$ cat src/rtl/core/sfc_pkg.sv
`timescale 1ns / 1ps

package sfc_pkg;

  localparam int unsigned TAIL_WINDOW = 5;
  localparam int unsigned POS_W       = 10;
  localparam int unsigned TOTAL_W     = POS_W + 1;
  localparam int unsigned SUM_W       = 16;
  localparam int unsigned LEN_W       = 10;
  localparam int unsigned MASK_W      = 32;
  localparam int unsigned CFG_IDX_W   = 8;
  localparam int unsigned CFG_DATA_W  = 32;

  localparam logic [POS_W-1:0]   POS_MAX        = 10'd1023;
  localparam logic [TOTAL_W-1:0] MIN_FRAME      = 11'd10;
  localparam logic [POS_W-1:0]   POS_CMD        = 10'd3;
  localparam logic [POS_W-1:0]   POS_LEN        = 10'd4;
  localparam logic [POS_W-1:0]   POS_PAYLOAD    = 10'd5;
  localparam logic [POS_W-1:0]   POS_SUM_START  = 10'd8;
  localparam logic [POS_W-1:0]   HEAD_BYTES     = 10'd3;

  localparam logic [7:0] TAIL_0 = 8'h2D;
  localparam logic [7:0] TAIL_1 = 8'h31;
  localparam logic [7:0] TAIL_2 = 8'h53;

  localparam logic [MASK_W-1:0] MASK_RESET    = 32'h0007_EFFF;
  localparam logic [LEN_W-1:0]  MAX_LEN_RESET = 10'd300;

  localparam logic [CFG_IDX_W-1:0] REG_CMD_MASK = 8'd0;
  localparam logic [CFG_IDX_W-1:0] REG_MAX_LEN  = 8'd1;

  localparam logic KIND_PAYLOAD = 1'b0;
  localparam logic KIND_VERDICT = 1'b1;

  typedef enum logic [2:0] {
    ST_OK          = 3'd0,
    ST_TOO_SHORT   = 3'd1,
    ST_BAD_FRAMING = 3'd2,
    ST_BAD_SUM     = 3'd3,
    ST_LEN_MISMATCH = 3'd4,
    ST_UNSUPPORTED = 3'd5,
    ST_OVERSIZE    = 3'd6
  } status_t;

  typedef struct packed {
    logic [MASK_W-1:0] cmd_mask;
    logic [LEN_W-1:0]  max_len;
  } cfg_t;

  typedef struct packed {
    logic       item_kind;
    logic [7:0] payload_byte;
    logic [7:0] frame_command;
    logic [7:0] frame_length;
    status_t    frame_status;
  } result_t;

  function automatic logic [7:0] head_byte(input logic [1:0] idx);
    logic [7:0] v;
    case (idx)
      2'd0:    v = 8'h1D;
      2'd1:    v = 8'h63;
      2'd2:    v = 8'hC0;
      default: v = 8'h00;
    endcase
    return v;
  endfunction

endpackage

$ cat src/rtl/core/sfc_ifs.sv
`timescale 1ns / 1ps

interface sfc_in_if;
  logic       valid;
  logic       ready;
  logic [7:0] rx_byte;
  logic       end_of_message;

  modport source (output valid, output rx_byte, output end_of_message, input ready);
  modport sink   (input valid, input rx_byte, input end_of_message, output ready);
endinterface

interface sfc_out_if;
  logic       valid;
  logic       ready;
  logic       item_kind;
  logic [7:0] payload_byte;
  logic [7:0] frame_command;
  logic [7:0] frame_length;
  logic [2:0] frame_status;

  modport source (output valid, output item_kind, output payload_byte, output frame_command,
                  output frame_length, output frame_status, input ready);
  modport sink   (input valid, input item_kind, input payload_byte, input frame_command,
                  input frame_length, input frame_status, output ready);
endinterface

interface sfc_cfg_if;
  logic        valid;
  logic        ready;
  logic [7:0]  index;
  logic [31:0] data;

  modport source (output valid, output index, output data, input ready);
  modport sink   (input valid, input index, input data, output ready);
endinterface

$ cat src/rtl/core/sfc_cfg_regs.sv
`timescale 1ns / 1ps

module sfc_cfg_regs (
  input  logic                            clk,
  input  logic                            rst_n,
  input  logic                            wr_en,
  input  logic [sfc_pkg::CFG_IDX_W-1:0]   wr_index,
  input  logic [sfc_pkg::CFG_DATA_W-1:0]  wr_data,
  output sfc_pkg::cfg_t                   cfg
);
  import sfc_pkg::*;

  cfg_t cfg_r;
  cfg_t cfg_nxt;

  always_comb begin
    cfg_nxt = cfg_r;
    if (wr_en) begin
      case (wr_index)
        REG_CMD_MASK: cfg_nxt.cmd_mask = wr_data[MASK_W-1:0];
        REG_MAX_LEN:  cfg_nxt.max_len  = wr_data[LEN_W-1:0];
        default:      cfg_nxt = cfg_r;  // drop writes to unknown registers
      endcase
    end
  end

  always_ff @(posedge clk) begin
    if (!rst_n) begin
      cfg_r.cmd_mask <= MASK_RESET;
      cfg_r.max_len  <= MAX_LEN_RESET;
    end else begin
      cfg_r <= cfg_nxt;
    end
  end

  assign cfg = cfg_r;

endmodule

$ cat src/rtl/core/sfc_step.sv
`timescale 1ns / 1ps

module sfc_step (
  input  logic            clk,
  input  logic            rst_n,
  input  logic            in_xfer,
  input  logic [7:0]      rx_byte,
  input  logic            end_of_message,
  input  sfc_pkg::cfg_t   cfg,
  output logic            res_valid,
  output sfc_pkg::result_t res
);
  import sfc_pkg::*;

  logic [POS_W-1:0] pos_r, pos_nxt;
  logic [SUM_W-1:0] sum_r, sum_nxt;
  logic [7:0]       win_r [TAIL_WINDOW];
  logic [7:0]       win_nxt [TAIL_WINDOW];
  logic             head_ok_r, head_ok_nxt;
  logic [7:0]       cmd_r, cmd_nxt;
  logic [7:0]       len_r, len_nxt;

  logic [TOTAL_W-1:0] total;
  logic [SUM_W-1:0]   sent_sum;
  logic               framing_ok;
  logic               cmd_ok;
  logic               payload_hit;
  status_t            verdict;

  always_comb begin
    sum_nxt = (pos_r >= POS_SUM_START) ? sum_r + SUM_W'(win_r[TAIL_WINDOW-1]) : sum_r;
    win_nxt[0] = rx_byte;
    for (int i = 1; i < TAIL_WINDOW; i++) begin
      win_nxt[i] = win_r[i-1];
    end
    head_ok_nxt = head_ok_r;
    if (pos_r < HEAD_BYTES && rx_byte != head_byte(pos_r[1:0])) begin
      head_ok_nxt = 1'b0;
    end
    cmd_nxt = (pos_r == POS_CMD) ? rx_byte : cmd_r;
    len_nxt = (pos_r == POS_LEN) ? rx_byte : len_r;
    pos_nxt = (pos_r == POS_MAX) ? pos_r : pos_r + 1'b1;
  end

  // Verdict looks at the state including the final byte
  always_comb begin
    total      = {1'b0, pos_r} + 1'b1;
    sent_sum   = {win_nxt[4], win_nxt[3]};
    framing_ok = head_ok_nxt && win_nxt[2] == TAIL_0 && win_nxt[1] == TAIL_1 &&
                 win_nxt[0] == TAIL_2;
    cmd_ok     = (cmd_nxt < 8'd32) && cfg.cmd_mask[cmd_nxt[4:0]];
    if (total > {1'b0, cfg.max_len}) begin
      verdict = ST_OVERSIZE;
    end else if (total < MIN_FRAME) begin
      verdict = ST_TOO_SHORT;
    end else if (!framing_ok) begin
      verdict = ST_BAD_FRAMING;
    end else if (sent_sum != sum_nxt) begin
      verdict = ST_BAD_SUM;
    end else if ({3'b000, len_nxt} != total - MIN_FRAME) begin
      verdict = ST_LEN_MISMATCH;
    end else if (!cmd_ok) begin
      verdict = ST_UNSUPPORTED;
    end else begin
      verdict = ST_OK;
    end
  end

  assign payload_hit = (pos_r >= POS_PAYLOAD) &&
                       ({1'b0, pos_r} < {1'b0, POS_PAYLOAD} + {3'b000, len_r});

  always_comb begin
    res_valid = in_xfer && (end_of_message || payload_hit);
    if (end_of_message) begin
      res.item_kind     = KIND_VERDICT;
      res.payload_byte  = 8'h00;
      res.frame_status  = verdict;
    end else begin
      res.item_kind     = KIND_PAYLOAD;
      res.payload_byte  = rx_byte;
      res.frame_status  = ST_OK;
    end
    res.frame_command = cmd_nxt;
    res.frame_length  = len_nxt;
  end

  always_ff @(posedge clk) begin
    if (!rst_n || (in_xfer && end_of_message)) begin
      pos_r     <= '0;
      sum_r     <= '0;
      head_ok_r <= 1'b1;
      cmd_r     <= '0;
      len_r     <= '0;
      for (int i = 0; i < TAIL_WINDOW; i++) begin
        win_r[i] <= '0;
      end
    end else if (in_xfer) begin
      pos_r     <= pos_nxt;
      sum_r     <= sum_nxt;
      head_ok_r <= head_ok_nxt;
      cmd_r     <= cmd_nxt;
      len_r     <= len_nxt;
      for (int i = 0; i < TAIL_WINDOW; i++) begin
        win_r[i] <= win_nxt[i];
      end
    end
  end

  a_clear_after_end: assert property (@(posedge clk) disable iff (!rst_n)
    in_xfer && end_of_message |=> pos_r == '0 && sum_r == '0 && head_ok_r)
    else $error("message state not cleared after final byte");

  a_no_result_in_header: assert property (@(posedge clk) disable iff (!rst_n)
    in_xfer && !end_of_message && pos_r < POS_PAYLOAD |-> !res_valid)
    else $error("result produced for a header byte");

  a_pos_saturates: assert property (@(posedge clk) disable iff (!rst_n)
    in_xfer && !end_of_message && pos_r == POS_MAX |=> pos_r == POS_MAX)
    else $error("byte position wrapped");

endmodule

$ cat src/rtl/core/sfc_out_fifo.sv
`timescale 1ns / 1ps

module sfc_out_fifo (
  input  logic              clk,
  input  logic              rst_n,
  input  logic              wr_en,
  input  sfc_pkg::result_t  wr_data,
  output logic              can_accept,
  output logic              rd_valid,
  input  logic              rd_ready,
  output sfc_pkg::result_t  rd_data
);
  import sfc_pkg::*;

  result_t    mem_r [2];
  logic       wr_ptr_r, wr_ptr_nxt;
  logic       rd_ptr_r, rd_ptr_nxt;
  logic [1:0] count_r, count_nxt;
  logic       rd_en;

  assign can_accept = (count_r != 2'd2);
  assign rd_valid   = (count_r != 2'd0);
  assign rd_en      = rd_valid && rd_ready;
  assign rd_data    = mem_r[rd_ptr_r];

  always_comb begin
    wr_ptr_nxt = wr_en ? ~wr_ptr_r : wr_ptr_r;
    rd_ptr_nxt = rd_en ? ~rd_ptr_r : rd_ptr_r;
    case ({wr_en, rd_en})
      2'b10:   count_nxt = count_r + 2'd1;
      2'b01:   count_nxt = count_r - 2'd1;
      default: count_nxt = count_r;
    endcase
  end

  always_ff @(posedge clk) begin
    if (!rst_n) begin
      wr_ptr_r <= 1'b0;
      rd_ptr_r <= 1'b0;
      count_r  <= 2'd0;
    end else begin
      wr_ptr_r <= wr_ptr_nxt;
      rd_ptr_r <= rd_ptr_nxt;
      count_r  <= count_nxt;
    end
  end

  always_ff @(posedge clk) begin
    if (wr_en) begin
      mem_r[wr_ptr_r] <= wr_data;
    end
  end

endmodule

$ cat src/rtl/core/serial_frame_checker_core.sv
`timescale 1ns / 1ps

// Channel   Dir  Payload                                              Transfer
// in_ch     in   rx_byte[8], end_of_message[1]                        valid & ready
// out_ch    out  item_kind, payload_byte, frame_command,              valid & ready
//                frame_length, frame_status[3]
// cfg_ch    in   index[8], data[32]                                   valid & ready
//
// One byte per cycle unless stalled: each accepted byte is evaluated in the cycle it
// arrives, and its result (if any) is written to a two-entry output buffer.
// in_ch.ready drops only while both buffer entries hold results not yet taken.
// cfg_ch.ready is always high; writes to unknown indexes are dropped.
// Reset clears the message state, the buffer and restores the register defaults.
module serial_frame_checker_core (
  input  logic       clk,
  input  logic       rst_n,
  sfc_in_if.sink     in_ch,
  sfc_out_if.source  out_ch,
  sfc_cfg_if.sink    cfg_ch
);
  import sfc_pkg::*;

  cfg_t    cfg;
  logic    in_xfer;
  logic    res_valid;
  result_t res;
  result_t out_data;
  logic    buf_ready;

  assign cfg_ch.ready = 1'b1;
  assign in_ch.ready  = buf_ready;
  assign in_xfer      = in_ch.valid && buf_ready;

  sfc_cfg_regs u_cfg (
    .clk      (clk),
    .rst_n    (rst_n),
    .wr_en    (cfg_ch.valid),
    .wr_index (cfg_ch.index),
    .wr_data  (cfg_ch.data),
    .cfg      (cfg)
  );

  sfc_step u_step (
    .clk            (clk),
    .rst_n          (rst_n),
    .in_xfer        (in_xfer),
    .rx_byte        (in_ch.rx_byte),
    .end_of_message (in_ch.end_of_message),
    .cfg            (cfg),
    .res_valid      (res_valid),
    .res            (res)
  );

  sfc_out_fifo u_buf (
    .clk        (clk),
    .rst_n      (rst_n),
    .wr_en      (res_valid),
    .wr_data    (res),
    .can_accept (buf_ready),
    .rd_valid   (out_ch.valid),
    .rd_ready   (out_ch.ready),
    .rd_data    (out_data)
  );

  assign out_ch.item_kind     = out_data.item_kind;
  assign out_ch.payload_byte  = out_data.payload_byte;
  assign out_ch.frame_command = out_data.frame_command;
  assign out_ch.frame_length  = out_data.frame_length;
  assign out_ch.frame_status  = out_data.frame_status;

endmodule

$ cat src/flat_wrapper.sv
// flat-port wrapper written by rule: the top's interface ports become plain ports
module serial_frame_checker_core_flat import sfc_pkg::*;
  (clk, rst_n, in_ch_valid, in_ch_rx_byte, in_ch_end_of_message, in_ch_ready, out_ch_valid, out_ch_item_kind, out_ch_payload_byte, out_ch_frame_command, out_ch_frame_length, out_ch_frame_status, out_ch_ready, cfg_ch_valid, cfg_ch_index, cfg_ch_data, cfg_ch_ready);
  sfc_in_if in_ch_i ();
  sfc_out_if out_ch_i ();
  sfc_cfg_if cfg_ch_i ();
  input  logic clk;
  input  logic rst_n;
  input wire logic [$bits(in_ch_i.valid)-1:0] in_ch_valid;
  input wire logic [$bits(in_ch_i.rx_byte)-1:0] in_ch_rx_byte;
  input wire logic [$bits(in_ch_i.end_of_message)-1:0] in_ch_end_of_message;
  output wire logic [$bits(in_ch_i.ready)-1:0] in_ch_ready;
  output wire logic [$bits(out_ch_i.valid)-1:0] out_ch_valid;
  output wire logic [$bits(out_ch_i.item_kind)-1:0] out_ch_item_kind;
  output wire logic [$bits(out_ch_i.payload_byte)-1:0] out_ch_payload_byte;
  output wire logic [$bits(out_ch_i.frame_command)-1:0] out_ch_frame_command;
  output wire logic [$bits(out_ch_i.frame_length)-1:0] out_ch_frame_length;
  output wire logic [$bits(out_ch_i.frame_status)-1:0] out_ch_frame_status;
  input wire logic [$bits(out_ch_i.ready)-1:0] out_ch_ready;
  input wire logic [$bits(cfg_ch_i.valid)-1:0] cfg_ch_valid;
  input wire logic [$bits(cfg_ch_i.index)-1:0] cfg_ch_index;
  input wire logic [$bits(cfg_ch_i.data)-1:0] cfg_ch_data;
  output wire logic [$bits(cfg_ch_i.ready)-1:0] cfg_ch_ready;
  assign in_ch_i.valid = in_ch_valid;
  assign in_ch_i.rx_byte = in_ch_rx_byte;
  assign in_ch_i.end_of_message = in_ch_end_of_message;
  assign in_ch_ready = in_ch_i.ready;
  assign out_ch_valid = out_ch_i.valid;
  assign out_ch_item_kind = out_ch_i.item_kind;
  assign out_ch_payload_byte = out_ch_i.payload_byte;
  assign out_ch_frame_command = out_ch_i.frame_command;
  assign out_ch_frame_length = out_ch_i.frame_length;
  assign out_ch_frame_status = out_ch_i.frame_status;
  assign out_ch_i.ready = out_ch_ready;
  assign cfg_ch_i.valid = cfg_ch_valid;
  assign cfg_ch_i.index = cfg_ch_index;
  assign cfg_ch_i.data = cfg_ch_data;
  assign cfg_ch_ready = cfg_ch_i.ready;
  serial_frame_checker_core u_core (.clk(clk), .rst_n(rst_n), .in_ch(in_ch_i), .out_ch(out_ch_i), .cfg_ch(cfg_ch_i));
endmodule
$ cat config.mk
export PLATFORM = sky130hd
export DESIGN_NAME = serial_frame_checker_core_flat
export DESIGN_NICKNAME = d
export VERILOG_FILES = /design/src/rtl/core/sfc_pkg.sv /design/src/rtl/core/sfc_ifs.sv /design/src/rtl/core/sfc_cfg_regs.sv /design/src/rtl/core/sfc_step.sv /design/src/rtl/core/sfc_out_fifo.sv /design/src/rtl/core/serial_frame_checker_core.sv /design/src/flat_wrapper.sv
export SDC_FILE = /design/constraint.sdc
export NUM_CORES = 1
export LEC_CHECK = 0
export BUFFER_PORTS_ARGS = -buffer_cell sky130_fd_sc_hd__buf_2
export CAP_MARGIN = 20
export CORE_MARGIN = 5
export CORE_UTILIZATION = 32
export DETAILED_ROUTE_END_ITERATION = 16
export HOLD_SLACK_MARGIN = 0.02
export SYNTH_ARGS = -nofsm -noshare
export SYNTH_HDL_FRONTEND = slang
export SYNTH_SLANG_ARGS = --single-unit
export TNS_END_PERCENT = 20
$ cat constraint.sdc
create_clock -name clk -period 4.3 [get_ports clk]
set_clock_uncertainty 0.1 [all_clocks]
set_input_delay 0.645 -clock clk [delete_from_list [all_inputs] [get_ports clk]]
set_output_delay 0.645 -clock clk [all_outputs]
set_load 0.01 [all_outputs]
==> out/metrics.yaml, run 1 <==
outcome:
  outcome: "finished, final reports clean"
flow_run:
  max_cap_viol_count: 0
timing:
  timing.final.crit_period_ns: 3.83
  final_hold_slack_ns: 0.312
  tightest_slew_ns: 0.918
  final.setup.worst_slack_ns: 0.474
  hold_violations: 0
  accumulated_negative_setup_slack_ns: 0
  layout_worst_path_cycle_share_pct: 89.0
  finalSetupViolations: 0
  maximum_achievable_frequency_mhz: 261
  timing.slew.headroom_pct: 38.7
  slew_violations: 0
  rsz_0062_raised_after_global_routing: "false"
power_and_ir_drop:
  pwr_density_nw_per_um2: 393
  pwr-share-seq_pct: 46.6
  pint_mw: 3.18
  leakage_nw: 4.48
  switching_power_mw: 1.26
  peakVddDrop_v: 0.000241
  pwr-share-comb_pct: 19.0
  power.share.switching_pct: 28.4
  clock_power_share_pct: 34.4
  power_mw: 4.44
critical_path:
  crit_required_ns: 4.35
  setup.worst_path.class: "flip-flop to flip-flop"
  critical_path.endpoint_type: "flip-flop"
  worst_setup_slack_for_register_to_register_paths_ns: 0.47
  timing.critical_path.arrival_ns: 3.87
  startpoint: "u_core.u_step.pos_r[0]"
  critical_path.startpoint_type: "flip-flop"
  max_fo_critical_path: 9
  r2r_startpoint: "u_core.u_step.pos_r[0]"
layout:
  multiInputGateArea_um2: 4800
  design_area_um2: 11300
  layout_commonest_cell: "nand2_1"
  layout.area.seq_um2: 4680
  layout-drive-gt1-share_pct: 16.9
  num_antenna_cells: 0
  layout.filler_cells: 3069
  synthToLayoutAreaGrowth_pct: 14.5
  final_net_count: 1143
  final_core_area_utilization_pct: 37.0
  final-instance-count-excl-fill: 1466
  highest_count_cells_in_the_layout_ignoring_fill_and_taps: "nand2_1 (111), edfxtp_1 (96), dfxtp_1 (90)"
routing:
  route.detailed.drc: 0
  wl_met2_um: 11900
  first_pass_iters: 4
  detail_route.vias_per_cell: 5.08
  antenna_violating_nets_post_route: 0
  finalWirelength_um: 25300
  met3_length_um: 1050
  detailed_route_wire_length_per_cell_um: 17.2
  top_layer_used: "met4"
  drtIter0Drc: 569
  routedLengthMet1_um: 11900
  via_count: 7449
grt:
  grt_first_pass_wirelength_um: 39700
  pin_count_of_the_biggest_net_entering_global_routing: 45
  number_of_antenna_violations_at_the_first_check_in_global_routing: 0
  track_usage_pct: 14.7
  vias_in_the_first_global_route: 7216
  grt_remaining_overflow: 0
logic_synthesis:
  post_synth_instance_area_um2: 9860
  syn_inst: 985
  ys.flop_type: "edfxtp_1"
  synth_area_leader_cell: "edfxtp_1"
  synth_edf_count: 96
  number_of_storage_elements_in_the_synthesis_netlist: 186
  synth_largest_type_area_fraction_pct: 29.2
  synthTopCellsByArea: "edfxtp_1 (29%), dfxtp_1 (18%), nand2_1 (4.2%), ha_1 (3.9%), mux2_2 (3.5%)"
  synth_net_count: 1071
  synthesis.area_per_instance_um2: 10.0
  ys_async_sr_fraction_pct: 0
  yosysWarningCount: 0
  yosysUniqueCellTypes: 79
  yosysSeqAreaShare_pct: 47.5
placement:
  instance_area_after_placement_um2: 10700
  routabilityCongestion: 0.925
  post-place-ws_ns: 0.557
  numPlacedInstances: 1434
  dp_hpwl_um: 18700
  place.port_buffers: 83
clock_network:
  postCtsResizedCells: 0
  htree_num_levels: 4
  root_buffer: "clkbuf_16"
  cts.reportedPaths.clkPinSlew_ns: 0.07
  cts-buffers-inserted: 17
  cts-root-to-sink-buffers: 2
  cts_hold_repair.buffers: 0
  tritoncts: "yes"
  clk_latency_ns: 0.44
  cts_num_sinks: 186
  post-cts-setup-buffers: 0
floorplanning:
  core_region_area_um2: 30500
  ios: 85
  die_w_um: 186
  row_count: 64
  fp.dieArea_um2: 34400
  die_height_um: 186
  floorplan.initialDensity_pct: 32.3
min_path:
  hold_class: "input pin to flip-flop"
  hold_start: "cfg_ch_data[11]"
[routing by layer]
| metal | vias to the layer above | global-route usage (%) |
|---|---|---|
| met2 | 170 | 23.9 |
| met3 | 22 | 2.66 |
| met4 | 0 | 3.85 |
| li1 | 3688 | - |
| met1 | 3569 | 20.3 |
| met5 | - | 0 |
[flip-flops by register name, indices dropped and copies added, names as in the netlist, named ones only]
| name | flops |
|---|---|
| u_core.u_step.len_r | 8 |
| u_core.u_buf.rd_ptr_r | 1 |
| u_core.u_step.head_ok_r | 1 |
| u_core.u_step.pos_r | 10 |
| u_core.u_step.sum_r | 16 |
| u_core.u_cfg.cfg | 42 |
| u_core.u_buf.mem_r | 56 |
| u_core.u_buf.count_r | 2 |
| u_core.u_buf.wr_ptr_r | 1 |
| u_core.u_step.win_r | 40 |
| u_core.u_step.cmd_r | 8 |
[cells by family (layout without fill, tap and decap cells)]
family | count (synthesis) | after routing | share of synthesized area (%)
compound gates | 193 | 193 | 13.6
xor+xnor | 61 | 61 | 5.42
fa+ha+maj | 32 | 32 | 4.14
buf+inv | 99 | 184 | 3.95
flops | 186 | 186 | 47.5
mux | 58 | 58 | 6.29
other cells | 1 | 1 | 0.0380
simple gates | 355 | 355 | 19.0
[layout make-up]
cell class,count,area share [%]
clock inverters,10,0.698
repair buffers,99,4.85
flip-flops and latches,186,41.5
inverters,53,1.76
clock buffers,22,4.31
multi-input cells,700,42.5
well taps,396,4.39
[path summary, 6_finish.rpt]
path / end / cells after the start
worst max-delay path: u_core.u_buf.mem_r[1][2] / 11
worst min-delay path: u_core.u_cfg.cfg[21] / 3
worst max register to register: u_core.u_buf.mem_r[1][2] / 11
worst min register to register: u_core.u_step.cmd_r[5] / 2
[worst max-delay path, cell delays in order (launching register included)]
cell      delay (ns)
dfxtp_1         0.52
ha_1            0.43
nand3_1         0.24
nor3_1          0.27
xor2_1          0.16
buf_4           0.16
ha_1            0.24
a21o_1          0.18
a211oi_1        0.31
a32oi_1         0.15
o21ai_0         0.54
o221ai_1        0.22
[power by group through the flow]
stage	logic (mW)	clock network, mW	registers, mW
2_1_floorplan	0.561	0	2.08
3_3_place_gp	0.848	0	2.11
3_5_place_dp	0.850	0	2.11
4_1_cts	0.857	1.56	2.07
5_1_grt	0.926	1.63	2.08
6_report	0.842	1.53	2.07
[cells in the mapped netlist (all sizes together), types with 15 or more instances]
cell and count:
xnor2 32, and2 49, dfxtp 90, inv 53, o21ai 58, edfxtp 96, nor2 45, ha 31
a211oi 16, mux2i 26, nand3 39, mux2 32, a21boi 18, nor2b 17, clkbuf 37, a21oi 22
nand2 111, xor2 29, nor3 15
Note: power is estimated with default switching activity, not from simulation.
==> run 2: changes to the inputs <==
--- a/config.mk
+++ b/config.mk
@@ -6,11 +6,14 @@
 export NUM_CORES = 1
 export LEC_CHECK = 0
 export BUFFER_PORTS_ARGS = -buffer_cell sky130_fd_sc_hd__buf_2
-export CAP_MARGIN = 20
+export CAP_MARGIN = 40
+export CELL_PAD_IN_SITES_DETAIL_PLACEMENT = 0
+export CELL_PAD_IN_SITES_GLOBAL_PLACEMENT = 1
 export CORE_MARGIN = 5
 export CORE_UTILIZATION = 32
 export DETAILED_ROUTE_END_ITERATION = 16
 export HOLD_SLACK_MARGIN = 0.02
+export PLACE_DENSITY_LB_ADDON = 0.1
 export SYNTH_ARGS = -nofsm -noshare
 export SYNTH_HDL_FRONTEND = slang
 export SYNTH_SLANG_ARGS = --single-unit
==> run 2 against run 1 <==
Compared with the run above:
- critical path depth is the same
- worst hold slack lost 0.0017 ns
- global-route usage grew 2.0 points
- register-to-register slack is essentially flat
- combinational power grew 4.6%
- first-iteration DRC count shrank 32%
- via count shrank 0.89%
- total power grew 3.8%
- routed wire length grew 13%
- sequential power is essentially flat
- critical path type unchanged
- critical endpoint is now u_core.u_buf.mem_r[1][0]
==> out/metrics.yaml, run 2 (synthesis results as in run 1) <==
floorplanning:
  row_count: 64
  die_height_um: 186
  core_region_area_um2: 30500
  die_w_um: 186
  fp.dieArea_um2: 34400
  ios: 85
  floorplan.initialDensity_pct: 32.3
critical_path:
  crit_required_ns: 4.49
  critical_path.startpoint_type: "flip-flop"
  cp_slowest_cell: "dfxtp_1"
  reg2reg_depth: 11
  path_cells: "ha_1 -> nor2b_1 -> a31oi_4 -> nor2_4 -> inv_2 -> mux2_1 -> o211a_1 -> or4b_1 -> nand3_1 -> and4_1 -> o2111a_1"
  critical_path.endpoint_type: "flip-flop"
  max_fo_critical_path: 10
  critical_path.reg2reg.endpoint: "u_core.u_buf.mem_r[1][0]"
  r2r_startpoint: "u_core.u_step.pos_r[0]"
  timing.critical_path.arrival_ns: 4.00
  critical_path.max_stage_delay_ns: 0.55
  worst_setup_slack_for_register_to_register_paths_ns: 0.49
  path_buf_inv: 1
  crit_family: "simple AND/OR/NAND/NOR gates"
  setup.worst_path.class: "flip-flop to flip-flop"
clock_network:
  cts-root-to-sink-buffers: 2
  htree_num_levels: 4
  root_buffer: "clkbuf_16"
  post-cts-setup-buffers: 0
  cts-buffers-inserted: 17
  tritoncts: "yes"
  cts_hold_repair.buffers: 0
  postCtsResizedCells: 0
  cts.reportedPaths.clkPinSlew_ns: 0.08
  clk_latency_ns: 0.44
  cts_num_sinks: 186
timing:
  tightest_slew_ns: 0.860
  hold_violations: 0
  timing.slew.headroom_pct: 42.3
  timing.final.crit_period_ns: 3.81
  layout_worst_path_cycle_share_pct: 88.7
  finalSetupViolations: 0
  accumulated_negative_setup_slack_ns: 0
  maximum_achievable_frequency_mhz: 262
  slew_violations: 0
  rsz_0062_raised_after_global_routing: "false"
power_and_ir_drop:
  pwr_density_nw_per_um2: 404
  leakage_nw: 4.53
  peakVddDrop_v: 0.000226
min_path:
  hold_start: "cfg_ch_data[14]"
  min_path_cells: 3
  worst_hold_path.endpoint: "u_core.u_cfg.cfg[24]"
  hold_class: "input pin to flip-flop"
layout:
  final_net_count: 1153
  synthToLayoutAreaGrowth_pct: 15.8
  final-instance-count-excl-fill: 1476
  layout-drive-gt1-share_pct: 17.7
  layout_commonest_cell: "nand2_1"
  largest_register_ffs: 56
  num_antenna_cells: 0
  top_register: "u_core.u_buf.mem_r"
  highest_count_cells_in_the_layout_ignoring_fill_and_taps: "nand2_1 (111), edfxtp_1 (96), dfxtp_1 (90)"
grt:
  track_usage_pct: 16.7
  grt_first_pass_wirelength_um: 43900
  vias_in_the_first_global_route: 7345
  grt_remaining_overflow: 0
  pin_count_of_the_biggest_net_entering_global_routing: 48
  number_of_antenna_violations_at_the_first_check_in_global_routing: 1
placement:
  routabilityCongestion: 0.841
  place.port_buffers: 83
  dp_hpwl_um: 21400
  numPlacedInstances: 1444
routing:
  first_pass_iters: 5
  route.detailed.drc: 0
  detailed_route_wire_length_per_cell_um: 19.4
  drtIter0Drc: 389
  finalWirelength_um: 28700
  via_count: 7383
  antenna_violating_nets_post_route: 0
  detail_route.vias_per_cell: 5.00
flow_run:
  max_cap_viol_count: 0
outcome:
  outcome: "finished, final reports clean"
## run 2: worst min-delay path, cell delays in order
cell and delay [ns]:
buf_2 0.08, nand2_1 0.04, nand3_1 0.06
## run 2: final cells by class
type	count	area [um2]
Clock buffer	18	429
Clock inverter	14	193
Fill cell	3102	19100
Inverter	53	199
Multi-Input combinational cell	700	4800
Sequential cell	186	4680
Tap cell	396	495
Timing Repair Buffer	109	623
## run 2: power by group
group	internal, mW	switching (mW)
combinational	0.364	0.517
clock	0.847	0.810
sequential	2.00	0.0745
total	3.21	1.40
## run 2: worst max path at each step
stage / start / depth (start not counted) / endpoint
global route: u_core.u_step.pos_r[0] / 11 / u_core.u_buf.mem_r[1][0]
detailed placement: u_core.u_step.pos_r[0] / 11 / u_core.u_buf.mem_r[0][0]
global placement: u_core.u_step.pos_r[0] / 11 / u_core.u_buf.mem_r[0][0]
CTS: u_core.u_step.pos_r[0] / 11 / u_core.u_buf.mem_r[1][0]
finish: u_core.u_step.pos_r[0] / 11 / u_core.u_buf.mem_r[1][0]
floorplan: u_core.u_step.len_r[0] / 11 / u_core.u_buf.mem_r[0][0]
## run 2: per-layer routing
metal	up-vias	GRT usage (%)	routed length [um]	part of all wire, %
li1	3707	-	-	-
met4	0	4.08	469	1.6
met3	31	2.62	651	2.3
met5	-	0	0	0
met1	3538	22.3	13500	47
met2	107	28.5	14000	49
## run 2: through the flow
| stage | hold WS [ns] | util [%] | power, mW | area, um2 | setup slack [ns] |
|---|---|---|---|---|---|
| 2_1_floorplan | 0.325 | - | 2.64 | 9860 | 0.657 |
| 3_3_place_gp | 0.335 | 35.4 | 3.02 | 10800 | 0.571 |
| 3_5_place_dp | 0.343 | 35.4 | 3.02 | 10800 | 0.514 |
| 4_1_cts | 0.286 | 37.4 | 4.69 | 11400 | 0.474 |
| 5_1_grt | 0.300 | 37.4 | 4.84 | 11400 | 0.273 |
| 6_report | 0.310 | 37.4 | 4.61 | 11400 | 0.486 |
==> run 3: changes to the inputs <==
--- a/config.mk
+++ b/config.mk
@@ -10,10 +10,11 @@
 export CELL_PAD_IN_SITES_DETAIL_PLACEMENT = 0
 export CELL_PAD_IN_SITES_GLOBAL_PLACEMENT = 1
 export CORE_MARGIN = 5
-export CORE_UTILIZATION = 32
+export CORE_UTILIZATION = 47
 export DETAILED_ROUTE_END_ITERATION = 16
 export HOLD_SLACK_MARGIN = 0.02
 export PLACE_DENSITY_LB_ADDON = 0.1
+export RECOVER_POWER = 50
 export SYNTH_ARGS = -nofsm -noshare
 export SYNTH_HDL_FRONTEND = slang
 export SYNTH_SLANG_ARGS = --single-unit
==> constraint.sdc (replaced) <==
create_clock -name clk -period 3.7 [get_ports clk]
set_clock_uncertainty 0.1 [all_clocks]
set_input_delay 0.555 -clock clk [delete_from_list [all_inputs] [get_ports clk]]
set_output_delay 0.555 -clock clk [all_outputs]
set_load 0.01 [all_outputs]
==> run 3 against run 2 <==
Compared with the run above:
- the run now ends with capacitance limit, slew limit left
- clock power up 9.6%
- final area down 0.94%
- routed wire length down 9.7%
- sequential share of layout area up 0.39 points
- core utilization up 17 points
- worst hold slack worse by 0.080 ns
- cell count down 7.0%
- fmax up 9.9%
- count of clock-buffer cells in the layout up 2
- total power up 13%
- via count up 2.0%
- non-clock buffer count up 17
- critical path type unchanged
- critical endpoint unchanged
- largest cell class unchanged
- largest power group unchanged
==> out/metrics.yaml, run 3 (synthesis results as in run 1) <==
layout:
  final-instance-count-excl-fill: 1372
  layout-drive-gt1-share_pct: 16.1
  highest_count_cells_in_the_layout_ignoring_fill_and_taps: "nand2_1 (111), edfxtp_1 (96), dfxtp_1 (90)"
  multiInputGateArea_um2: 4800
  final_net_count: 1170
  layout.area.seq_um2: 4680
  layout.filler_cells: 1922
  layout_commonest_cell: "nand2_1"
  num_antenna_cells: 0
  top_register: "u_core.u_buf.mem_r"
  synthToLayoutAreaGrowth_pct: 14.7
  largest_register_ffs: 56
critical_path:
  critical_path.startpoint_type: "flip-flop"
  critical_path.endpoint_type: "flip-flop"
  max_fo_critical_path: 10
  path_cells: "ha_1 -> buf_4 -> and3b_1 -> and3_1 -> nor2_4 -> inv_1 -> mux2_1 -> o211a_1 -> or4b_1 -> nand3_1 -> and4_1 -> o2111a_1"
  r2r_startpoint: "u_core.u_step.pos_r[1]"
  setup.worst_path.class: "flip-flop to flip-flop"
  worst_setup_slack_for_register_to_register_paths_ns: 0.23
  timing.critical_path.arrival_ns: 3.65
  critical_path.max_stage_delay_ns: 0.47
  cp_slowest_cell: "dfxtp_1"
  crit_required_ns: 3.88
  critical_path.reg2reg.endpoint: "u_core.u_buf.mem_r[1][0]"
  reg2reg_depth: 12
clock_network:
  postCtsResizedCells: 0
  clk_latency_ns: 0.43
  cts-buffers-inserted: 17
  cts_hold_repair.buffers: 0
  root_buffer: "clkbuf_16"
  tritoncts: "yes"
  htree_num_levels: 4
  cts_num_sinks: 186
  cts-root-to-sink-buffers: 2
  post-cts-setup-buffers: 0
  cts.reportedPaths.clkPinSlew_ns: 0.07
timing:
  timing.final.crit_period_ns: 3.47
  rsz_0062_raised_after_global_routing: "false"
  slew_violations: 38
  layout_worst_path_cycle_share_pct: 93.8
  finalSetupViolations: 0
  timing.slew.headroom_pct: -2.26
  maximum_achievable_frequency_mhz: 288
  hold_violations: 0
  accumulated_negative_setup_slack_ns: 0
  tightest_slew_ns: 1.53
routing:
  drtIter0Drc: 508
  detailed_route_wire_length_per_cell_um: 18.9
  route.detailed.drc: 0
  first_pass_iters: 5
  finalWirelength_um: 25900
  antenna_violating_nets_post_route: 0
  detail_route.vias_per_cell: 5.49
  via_count: 7534
power_and_ir_drop:
  pwr_density_nw_per_um2: 461
  power_mw: 5.22
  clock_power_share_pct: 34.8
  power.share.switching_pct: 28.8
  leakage_nw: 4.51
  pwr-share-comb_pct: 19.0
  peakVddDrop_v: 0.000338
  pint_mw: 3.71
  switching_power_mw: 1.50
  pwr-share-seq_pct: 46.2
floorplanning:
  ios: 85
  die_height_um: 155
  row_count: 53
  die_w_um: 155
  core_region_area_um2: 20800
  floorplan.initialDensity_pct: 47.4
  fp.dieArea_um2: 24000
grt:
  track_usage_pct: 21.8
  grt_first_pass_wirelength_um: 41000
  number_of_antenna_violations_at_the_first_check_in_global_routing: 0
  pin_count_of_the_biggest_net_entering_global_routing: 49
  grt_remaining_overflow: 0
  vias_in_the_first_global_route: 7340
placement:
  place.port_buffers: 83
  numPlacedInstances: 1340
  routabilityCongestion: 0.880
  dp_hpwl_um: 18800
outcome:
  outcome: "complete, but fails checks"
  violated_checks: "capacitance limit, slew limit"
flow_run:
  max_cap_viol_count: 1
min_path:
  hold_class: "input pin to flip-flop"
  min_path_cells: 3
  worst_hold_path.endpoint: "u_core.u_cfg.cfg[20]"
  hold_start: "cfg_ch_data[10]"
-- run 3: cell count changes in the layout (fill, tap and decap cells not counted), sizes merged --
| cell | change |
|---|---|
| clkinv | -5 |
| bufinv | -1 |
| buf | -13 |
| clkbuf | +32 |
| clkinvlp | -1 |
| inv | +5 |
-- run 3: worst max-delay path by stage --
| stage | slack, ns | endpoint | cells past startpoint | start |
|---|---|---|---|---|
| 2_1_floorplan | 0.06 | u_core.u_buf.mem_r[0][0] | 11 | u_core.u_step.len_r[0] |
| 3_3_place_gp | 0.41 | u_core.u_buf.mem_r[0][2] | 13 | u_core.u_step.pos_r[1] |
| 3_5_place_dp | 0.36 | u_core.u_buf.mem_r[1][0] | 10 | u_core.u_step.pos_r[3] |
| 4_1_cts | 0.33 | u_core.u_buf.mem_r[1][0] | 10 | u_core.u_step.pos_r[3] |
| 5_1_grt | 0.02 | u_core.u_buf.mem_r[0][2] | 10 | u_core.u_step.win_r[0][33] |
| 6_report | 0.23 | u_core.u_buf.mem_r[1][0] | 12 | u_core.u_step.pos_r[1] |
-- run 3: power groups by stage --
stage | clock [mW] | combinational, mW | sequential, mW
4_1_cts | 1.86 | 1.03 | 2.41
3_3_place_gp | 0 | 1.02 | 2.45
5_1_grt | 1.95 | 1.08 | 2.43
3_5_place_dp | 0 | 1.02 | 2.46
6_report | 1.82 | 0.990 | 2.41
2_1_floorplan | 0 | 0.652 | 2.42
-- run 3: worst max-delay path: cells and delay by family, from the launching register on --
family,cells,cell delay [ns]
simple gates,6,1.33
flops,1,0.47
buf+inv,2,0.45
compound gates,2,0.40
mux,1,0.36
fa+ha+maj,1,0.22
-- run 3: cell type report --
type / instances / area share (%)
Multi-Input combinational cell: 700 / 42.4
Sequential cell: 186 / 41.4
Timing Repair Buffer: 126 / 6.21
Clock buffer: 20 / 4.32
Tap cell: 275 / 3.04
Inverter: 53 / 1.76
Clock inverter: 12 / 0.851
-- run 3: metal layers --
layer  vias up  GRT usage [%]  wire length, um
met5         -              0                0
met4         0           6.56              465
met3        23           3.17             1340
met2       209           33.8            11600
met1      3565           31.9            12400
li1       3737              -                -
-- run 3: per-stage QoR --
stage / util, % / hold slack, ns / setup WS, ns / instance area [um2]
6_report: 54.3 / 0.230 / 0.230 / 11300
5_1_grt: 54.3 / 0.227 / 0.0209 / 11300
4_1_cts: 54.6 / 0.212 / 0.331 / 11400
3_5_place_dp: 51.8 / 0.345 / 0.362 / 10800
3_3_place_gp: 51.8 / 0.334 / 0.411 / 10800
2_1_floorplan: - / 0.325 / 0.0567 / 9860
